**src/hw/rtl/pca_pkg.sv**
```systemverilog
// Shared types, request codes and default sizes for the palette color allocator.
// No dependencies; pca_vbits and the allocator core import this package.

package pca_pkg;

	localparam int TABLE_ENTRIES_DEF = 256;
	localparam int ALLOC_LIMIT_DEF   = 255;

	localparam logic [2:0] REQ_ADD   = 3'd0;
	localparam logic [2:0] REQ_SET   = 3'd1;
	localparam logic [2:0] REQ_CLEAR = 3'd2;
	localparam logic [2:0] REQ_READ  = 3'd3;
	localparam logic [2:0] REQ_FLUSH = 3'd4;

	typedef struct packed {
		logic [2:0]  req_type;
		logic [31:0] color_argb;
		logic [7:0]  entry_index;
	} pca_req_t;

	typedef struct packed {
		logic [7:0]  result_index;
		logic        was_found;
		logic        table_full;
		logic [31:0] entry_argb;
		logic        changed_flag;
	} pca_rsp_t;

	// Control for the per-entry valid bits.
	typedef struct packed {
		logic set;
		logic clr_all;
		logic rd;
	} pca_vb_ctl_t;

endpackage

```
**src/hw/rtl/pca_vbits.sv**
```systemverilog
// Per-entry written flags for the color table, cleared at once by reset or clear.
// Depends on pca_pkg for the control struct.

module pca_vbits import pca_pkg::*; #(
	parameter int ENTRIES = TABLE_ENTRIES_DEF,
	localparam int AW = (ENTRIES > 1) ? $clog2(ENTRIES) : 1
) (
	input  logic          clk,
	input  logic          arst_n,
	input  pca_vb_ctl_t   ctl,
	input  logic [AW-1:0] set_addr,
	input  logic [AW-1:0] rd_addr,
	output logic          rd_vld_s1
);
	logic [ENTRIES-1:0] vld_q;

	always_ff @(posedge clk or negedge arst_n) begin
		if (!arst_n) begin
			vld_q     <= '0;
			rd_vld_s1 <= 1'b0;
		end else begin
			if (ctl.clr_all) begin
				vld_q <= '0;
			end else if (ctl.set) begin
				vld_q[set_addr] <= 1'b1;
			end
			if (ctl.rd) begin
				rd_vld_s1 <= vld_q[rd_addr];
			end
		end
	end
endmodule

```
**config.mk**
```make
export PLATFORM = sky130hd
export DESIGN_NAME = pca_vbits
export DESIGN_NICKNAME = d
export VERILOG_FILES = /design/src/hw/rtl/pca_pkg.sv /design/src/hw/rtl/pca_vbits.sv
export SDC_FILE = /design/constraint.sdc
export NUM_CORES = 1
export LEC_CHECK = 0
export BUFFER_PORTS_ARGS = -buffer_cell sky130_fd_sc_hd__buf_2
export CAP_MARGIN = 20
export CELL_PAD_IN_SITES_DETAIL_PLACEMENT = 0
export CELL_PAD_IN_SITES_GLOBAL_PLACEMENT = 1
export CORE_UTILIZATION = 50
export CTS_CLUSTER_SIZE = 16
export DETAILED_ROUTE_END_ITERATION = 8
export HOLD_SLACK_MARGIN = 0.03
export PLACE_DENSITY_LB_ADDON = 0.1
export SLEW_MARGIN = 10
export SYNTH_ARGS = -nofsm -noshare
export SYNTH_HDL_FRONTEND = slang
export SYNTH_SLANG_ARGS = --single-unit
```
**constraint.sdc**
```tcl
create_clock -name clk -period 2.6 [get_ports clk]
set_clock_uncertainty 0.2 [all_clocks]
set_input_delay 0.26 -clock clk [delete_from_list [all_inputs] [get_ports clk]]
set_output_delay 0.26 -clock clk [all_outputs]
set_load 0.005 [all_outputs]
```
[Yosys cells after proc, flatten, opt, wreduce, memory -nomap -nowiden]
Index checks and enable logic that the tools add are counted.
W data, S select, Z words.
Cells by class
  $lt $le $gt $ge: 3
  multiplexer cells: 6
  bitwise logic cells: 1
  reductions and logical operators: 2
Operators by type and width (count)
  $mux W256: 2
  $or A256 B256 Y256: 1
  $lt A8 B9 Y1 const B: 2
  $bmux W1 S8: 1
  $demux W1 S8: 1
  $ge A8 B1 Y1 const B: 1
  $mux W1: 2
  $reduce_bool A2 Y1: 1
  $logic_and A1 B1 Y1: 1
Storage, ports and cells
  flip-flop bits (word level): 257
  input bits: 21
  output and inout bits: 1
  word-level logic and storage cells: 14

[Longest topological paths before layout]
Gate-level depths: netlist of the first run.
  word-level depth: 7
  gate-level depth with buffers: 11
  depth with buffers taken out: 7

[Least setup slack after synthesis of the first run]
OpenSTA, ideal clock, no wires.
  path kind: input port to flip-flop
  from: input port rd_addr[0]
  to: register rd_vld_s1
  library setup time: 124 ps
  data arrival time: 1830 ps
  required time: 2276 ps
  setup slack: 446 ps
  cell stages on the path: 8
  path buffers: 2
  cell sequence: buf_6 -> buf_12 -> mux4_1 -> a22oi_1 -> a21oi_1 -> o21ai_0 -> a311oi_1 -> a211o_1
Between the ends
  longest elaborated chain between the ends: 2
RTL lines
  from (decl): RTL line pca_vbits.sv:12  | input logic [AW-1:0] rd_addr,
  $bmux W1 S8: RTL line pca_vbits.sv:28  | rd_vld_s1 <= vld_q[rd_addr];
  $mux W1 (implied by the code): RTL line pca_vbits.sv:28
  to (signal assigned): RTL line pca_vbits.sv:28
  to (decl): RTL line pca_vbits.sv:13  | output logic rd_vld_s1
No other way between the ends. The select of a mux whose other input is x is not followed.
A chain may end at the register's enable or synchronous reset.

[Worst setup path in the final report of the first run]
  from: register vld_q[48]
  to: register rd_vld_s1
Between the ends
  longest elaborated chain between the ends: 2
RTL lines
  from (decl): RTL line pca_vbits.sv:15  | logic [ENTRIES-1:0] vld_q;
  from (signal assigned): RTL line pca_vbits.sv:19  | vld_q <= '0;
  from (signal assigned): RTL line pca_vbits.sv:23  | vld_q <= '0;
  from (signal, indexed assignment): RTL line pca_vbits.sv:25  | vld_q[set_addr] <= 1'b1;
  $bmux W1 S8: RTL line pca_vbits.sv:28
  $mux W1 (implied by the code): RTL line pca_vbits.sv:28
No other way between the ends. The select of a mux whose other input is x is not followed.

==> results of run 1 <==
sequential cells by signal (all words and copies together) (netlist names):
signal,count
vld_q,256
rd_vld_s1,1
logic make-up (layout without fill, tap and decap cells):
| family | count (synthesis) | after routing | synth area share [%] |
|---|---|---|---|
| compound gates | 303 | 303 | 14.40 |
| simple gates | 370 | 370 | 13.23 |
| buf+inv | 92 | 159 | 3.886 |
| flops | 257 | 257 | 55.65 |
| mux | 85 | 85 | 12.84 |
what timing repair did:
| item | CTS | global route |
|---|---|---|
| endpoints found under the setup margin | 0 | 0 |
| setup buffers | 0 | 0 |
| hold buffers | 10 | 0 |
| hold endpoints to repair | 175 | 0 |
final cells by class:
class,count,area [µm²],share of cell area (%)
Tap cell,285,356.6,2.673
Multi-Input combinational cell,758,4708,35.29
Sequential cell,257,6431,48.20
Clock inverter,8,71.32,0.5345
Clock buffer,43,828.3,6.208
Timing Repair Buffer,104,932.1,6.986
Inverter,4,15.01,0.1125
where the power goes:
group | total [mW] | switching, mW | internal (mW)
combinational | 0.577 | 0.400 | 0.177
sequential | 4.02 | 0.00784 | 4.01
clock | 3.88 | 1.60 | 2.28
Yosys cell counts (2+ instances only):
cell | number | area share [%]
sky130_fd_sc_hd__clkbuf_1 | 67 | 2.2
sky130_fd_sc_hd__o22ai_1 | 8 | 0.43
sky130_fd_sc_hd__a22oi_1 | 9 | 0.58
sky130_fd_sc_hd__a21oi_1 | 252 | 11
sky130_fd_sc_hd__buf_12 | 2 | 0.35
sky130_fd_sc_hd__mux2_2 | 2 | 0.19
sky130_fd_sc_hd__nor4_1 | 8 | 0.43
sky130_fd_sc_hd__nor2_1 | 286 | 9.3
sky130_fd_sc_hd__o221ai_1 | 11 | 0.83
sky130_fd_sc_hd__a31oi_1 | 6 | 0.32
sky130_fd_sc_hd__dfrtp_1 | 257 | 56
sky130_fd_sc_hd__buf_4 | 2 | 0.13
sky130_fd_sc_hd__and3_1 | 2 | 0.11
sky130_fd_sc_hd__mux4_1 | 18 | 4.1
sky130_fd_sc_hd__buf_2 | 12 | 0.52
sky130_fd_sc_hd__buf_6 | 2 | 0.19
sky130_fd_sc_hd__inv_1 | 3 | 0.097
sky130_fd_sc_hd__nand3b_1 | 6 | 0.39
sky130_fd_sc_hd__a211oi_1 | 6 | 0.39
sky130_fd_sc_hd__mux4_2 | 27 | 5.3
sky130_fd_sc_hd__buf_8 | 3 | 0.39
sky130_fd_sc_hd__nand3_1 | 11 | 0.48
sky130_fd_sc_hd__nand4_1 | 2 | 0.11
sky130_fd_sc_hd__nand2b_1 | 9 | 0.49
sky130_fd_sc_hd__nor3_1 | 16 | 0.69
sky130_fd_sc_hd__o32ai_1 | 2 | 0.15
sky130_fd_sc_hd__and2_0 | 5 | 0.27
sky130_fd_sc_hd__nand2_1 | 20 | 0.65
sky130_fd_sc_hd__mux2i_1 | 38 | 3.3
placed cells by master, fill, tap and decap left out, types with 5 or more instances in the layout:
cell type / instances
sky130_fd_sc_hd__a211oi_1: 6
sky130_fd_sc_hd__a21oi_1: 252
sky130_fd_sc_hd__a22oi_1: 9
sky130_fd_sc_hd__a31oi_1: 6
sky130_fd_sc_hd__and2_0: 5
sky130_fd_sc_hd__buf_12: 12
sky130_fd_sc_hd__buf_2: 18
sky130_fd_sc_hd__buf_4: 60
sky130_fd_sc_hd__clkbuf_1: 9
sky130_fd_sc_hd__clkbuf_16: 29
sky130_fd_sc_hd__clkbuf_8: 6
sky130_fd_sc_hd__clkinv_2: 5
sky130_fd_sc_hd__dfrtp_1: 257
sky130_fd_sc_hd__dlygate4sd3_1: 10
sky130_fd_sc_hd__mux2i_1: 38
sky130_fd_sc_hd__mux4_1: 18
sky130_fd_sc_hd__mux4_2: 27
sky130_fd_sc_hd__nand2_1: 20
sky130_fd_sc_hd__nand2b_1: 9
sky130_fd_sc_hd__nand3_1: 11
sky130_fd_sc_hd__nand3b_1: 6
sky130_fd_sc_hd__nor2_1: 286
sky130_fd_sc_hd__nor3_1: 11
sky130_fd_sc_hd__nor3_2: 5
sky130_fd_sc_hd__nor4_1: 7
sky130_fd_sc_hd__o221ai_1: 11
sky130_fd_sc_hd__o22ai_1: 8
layer usage:
metal  GRT usage [%]  routed length, µm
met1           43.56              15160
met2           44.81              15230
met3           3.946               2001
met4           6.952                779
met5               0                  0
worst min-delay path by stage:
stage	end	slack [ns]	depth (start not counted)	start
after floorplan	rd_vld_s1	-0.24	0	arst_n
after global placement	vld_q[144]	0.11	1	arst_n
after detailed placement	vld_q[144]	0.10	1	arst_n
after CTS	vld_q[97]	0.05	2	ctl[1]
after global routing	vld_q[126]	0.07	2	ctl[1]
final	vld_q[126]	0.03	2	ctl[1]
metrics by stage:
step | util (%) | worst slack, ns | cells | hold WS [ns]
finish | 58.93 | 0.4174 | 1459 | 0.02830
global route | 58.93 | 0.2223 | 1459 | 0.06926
CTS | 58.88 | 0.4211 | 1458 | 0.04775
detailed placement | 54.47 | 0.004645 | 1397 | 0.1006
global placement | 54.42 | 0.02003 | 1396 | 0.1089
floorplan | - | 0.4458 | 1107 | -0.2356
==> impl_metrics.toml, run 1 <==
[status]
run_status = "finished clean"

[logic_synthesis]
syn-cell-area_mm2 = 0.01156
synth-async-reset-ratio_pct = 100.0
synth_flop_cell = "sky130_fd_sc_hd__dfrtp_1"
yosysWarnings = 0
synthesis.nets = 1128
edff_count_synth = 0
syn_inst = 1107
sequential_element_share_of_the_synthesized_area_pct = 55.65
post_synth.cell_area_avg_um2 = 10.44
synth-seq-cells = 257
synth_cell_type_count = 44

[global_routing]
total_routing_usage_gr_pct = 28.98
first_global_vias = 8725
globalRoute.totalOverflow = 0
grt_start_max_net_pins = 79
antenna_found_initial = 0
grt_pass1_wl_mm = 52.25

[floorplan]
floorplan.die_area_mm2 = 0.02373
placeableCoreArea_mm2 = 0.02264
row_count = 55
num_io_pins = 22
overall_die_width_um = 154.0
chipHeight_um = 154.0
floorplan.initialDensity_pct = 51.05

[place]
detailed_place.area_mm2 = 0.01233
hpwlAfterDp_mm = 20.59
numPortBuffers = 21
place.gp.congestion = 0.8064

[power_and_ir_drop]
p_per_area_mw_per_mm2 = 635.5
power.static_leakage_nw = 6.135
ir_drop_worst_case_vdd_uv = 574.2
p_total_mw = 8.480

[clocking]
cts_root_buffer = "sky130_fd_sc_hd__clkbuf_16"
tritoncts_num_sinks = 257
cts_buffer_depth = 3
tritoncts.num_buffers = 29
clkSlewWorstSetupHoldPaths_ns = 0.06
ctsHtreeMaxLevel = 1
cts_tree = "done"
clock_latency_ns = 0.55
post_cts.resized_instances = 0

[sta]
tightest_slew_ns = 1.131
report.final.setup_viol = 0
grt_setup_unrepaired = "false"
post-route-period-util_pct = 83.95
timing.setup.tns_ns = 0
hold_violations = 0
fmaxAchievable_ghz = 0.4582
tightest_slew_margin_relative_to_the_limit_pct = 24.29
number_of_pins_with_negative_max_slew_slack_in_the_final_report = 0
finalCriticalPeriod_ns = 2.183

[setup_path]
critPathCapture = "rd_vld_s1"
crit_cells = 6
worst_r2r_startpoint = "vld_q[48]"
setup.worst_path.start_class = "register"
worst-endpoint-required_ns = 2.84
cp_top_family = "compound AO/OA/AOI/OAI gates"
critical_path.max_fanout = 2
timing.setup.critical_path_class = "reg2reg"
cpMaxStageDelayCell = "sky130_fd_sc_hd__mux4_1"
critical_path.reg2reg.endpoint = "rd_vld_s1"
critical_path.cell_chain = "mux4_1 > o22ai_1 > a2111oi_0 > nor2_1 > a311oi_1 > a211o_1"
reg2reg_setup_slack_ns = 0.42
endpoint_kind = "register"
timing.critical_path.from = "vld_q[48]"
reg2regPathDepth = 6
arrival_time_reported_for_the_critical_path_endpoint_ns = 2.42
crit_buf_inv = 0
timing.critical_path.slowest_cell_delay_ns = 0.52

[layout]
final_nets = 1175
postLayoutCellArea_mm2 = 0.01334
flow.area_growth_from_synthesis_pct = 15.45
diodes = 0
filler_cell_count = 1975
post_route_cells_drive_above_1_share_pct = 14.82

[detailed_routing]
routed-via-count = 8932
drt_drc_violations_left = 0
vias_per_cell = 6.122
firstDrtPassIters = 5
drtAntennaViolNets = 0
drt_iter0_drc = 648
routedWlPerCell_um = 22.73
drt-total-wl_mm = 33.17

[flow_run]
cap_viol_max_count = 0

[min_path]
min-delay-path-class = "in2reg"
No activity file was read; power rests on OpenSTA's default activity.
==> inputs of run 2 (changes only) <==
CORE_UTILIZATION = 45   (was 50)
clock period = 1.8 ns   (was 2.6 ns; I/O delays follow)
==> impl_metrics.toml, run 2 (synthesized netlist as in run 1, its figures left out) <==
[status]
run_status = "finished with violations"
failed_checks = "setup timing"

[setup_path]
critical_path.reg2reg.endpoint = "rd_vld_s1"
worst-endpoint-required_ns = 2.04
timing.critical_path.slowest_cell_delay_ns = 0.48
critical_path.max_fanout = 2
worst_r2r_startpoint = "vld_q[157]"
timing.setup.critical_path_class = "reg2reg"
reg2reg_setup_slack_ns = -0.38
endpoint_kind = "register"
setup.worst_path.start_class = "register"
critical_path.cell_chain = "mux4_2 > mux2_4 > nand2_2 > o211ai_1 > nand4_1 > nor4_4 > a211o_1"
reg2regPathDepth = 7
arrival_time_reported_for_the_critical_path_endpoint_ns = 2.41
cpMaxStageDelayCell = "sky130_fd_sc_hd__mux4_2"

[global_routing]
globalRoute.totalOverflow = 0
antenna_found_initial = 0
grt_pass1_wl_mm = 55.72
first_global_vias = 9180
total_routing_usage_gr_pct = 27.89
grt_start_max_net_pins = 59

[power_and_ir_drop]
power.share.switching_pct = 23.84
p_per_area_mw_per_mm2 = 882.0
internal_power_mw = 9.571
power.static_leakage_nw = 6.585
pwr-share-comb_pct = 7.6
pwr-share-clk_pct = 46.2
p_total_mw = 12.57
total_switching_power_mw = 2.996
power_frac_seq_pct = 46.2
ir_drop_worst_case_vdd_uv = 743.1

[clocking]
cts_buffer_depth = 3
ctsHtreeMaxLevel = 1
tritoncts_num_sinks = 257
clkSlewWorstSetupHoldPaths_ns = 0.06
clock_latency_ns = 0.55
cts_root_buffer = "sky130_fd_sc_hd__clkbuf_16"
tritoncts.num_buffers = 29
cts_tree = "done"

[sta]
timing.setup.tns_ns = -0.3771
tightest_slew_margin_relative_to_the_limit_pct = 69.12
worst_slack_ns = -0.3771
report.final.setup_viol = 1
tightest_slew_ns = 0.4615
fmaxAchievable_ghz = 0.4593
hold_violations = 0
grt_setup_unrepaired = "true"
finalCriticalPeriod_ns = 2.177
number_of_pins_with_negative_max_slew_slack_in_the_final_report = 0
post-route-period-util_pct = 120.9

[place]
hpwlAfterDp_mm = 22.71
numPortBuffers = 21
place.gp.congestion = 0.8149
detailed_place.area_mm2 = 0.01309
placed_cells_incl_taps = 1506

[layout]
flow.area_growth_from_synthesis_pct = 23.29
postLayoutCellArea_mm2 = 0.01425
diodes = 0
post_layout_util_pct = 56.58
final-instance-count-excl-fill = 1571
area.sequential_mm2 = 0.006431
post_route_cells_drive_above_1_share_pct = 21.11
final_nets = 1242
multiInputGateArea_mm2 = 0.004802
layout_common_cells = "sky130_fd_sc_hd__nor2_1 (285), sky130_fd_sc_hd__dfrtp_1 (257), sky130_fd_sc_hd__a21oi_1 (252)"
largest_register_ff_count = 256
layout.cells.most_common = "sky130_fd_sc_hd__nor2_1"
largest-register = "vld_q"
largestRegisters = "vld_q (256), rd_vld_s1 (1)"
filler_cell_count = 2178

[detailed_routing]
firstDrtPassIters = 5
drt_iter0_drc = 923
drt-total-wl_mm = 35.25
drt_drc_violations_left = 0
drtAntennaViolNets = 0
routed-via-count = 9115
vias_per_cell = 5.802
routedWlPerCell_um = 22.44

[floorplan]
overall_die_width_um = 162.3
floorplan.die_area_mm2 = 0.02633
row_count = 58
floorplan.initialDensity_pct = 45.90
chipHeight_um = 162.3
placeableCoreArea_mm2 = 0.02518
num_io_pins = 22

[min_path]
min-delay-path-class = "in2reg"
hold_path_end = "rd_vld_s1"
worst_hold_depth = 4
min-delay-start = "rd_addr[6]"

[flow_run]
cap_viol_max_count = 0
run 2: worst max path at each step:
stage / end / cells past startpoint / slack, ns / from
after floorplan: rd_vld_s1 / 9 / -0.25 / rd_addr[0]
after global routing: rd_vld_s1 / 7 / -0.40 / vld_q[157]
after detailed placement: rd_vld_s1 / 11 / -0.76 / rd_addr[0]
after global placement: rd_vld_s1 / 11 / -0.76 / rd_addr[0]
after CTS: rd_vld_s1 / 7 / -0.37 / vld_q[157]
final: rd_vld_s1 / 7 / -0.38 / vld_q[157]
run 2: through the flow:
step | worst slack [ns] | hold slack, ns
finish | -0.3771 | 0.08035
global route | -0.4008 | 0.09756
CTS | -0.3702 | 0.05746
detailed placement | -0.7590 | -0.09472
global placement | -0.7639 | -0.09477
floorplan | -0.2476 | -0.3156
run 2: area by class of cell:
cell class	instances	area share, %
inverter	4	0.1054
tap	330	2.898
clock buffer	41	6.041
timing repair buffer	171	11.53
multi-input combinational	758	33.70
clock inverter	10	0.5883
sequential	257	45.14
run 2: worst max-delay path: cells and delay by family (launching register included):
kind	cells	cell delay, ns
AOI/OAI and AO/OA	2	0.37
DFF	1	0.38
muxes	2	0.76
and+or+nand+nor	3	0.34
run 2: routing by layer:
metal / track usage [%] / up-vias / wire length [µm]
li1: - / 4154 / -
met1: 40.43 / 4627 / 15960
met2: 44.08 / 282 / 16580
met3: 4.060 / 52 / 1926
met4: 7.033 / 0 / 790
met5: 0 / - / 0
run 2: power groups by stage:
stage / registers [mW] / logic, mW / clock network, mW
after floorplan: 5.91 / 0.414 / 0
after global placement: 5.91 / 0.934 / 0
after detailed placement: 5.91 / 0.931 / 0
after CTS: 5.80 / 0.958 / 5.93
after global routing: 5.80 / 1.03 / 6.13
final: 5.80 / 0.961 / 5.80
run 2: what timing repair did:
item | 4_1_cts | 5_1_grt
buffers inserted | 1 | 2
resized for setup | 6 | 11
pin swaps | 3 | 4
hold buffers | 11 | 0
setup endpoints to repair | 1 | 2
hold endpoints to repair | 295 | 0
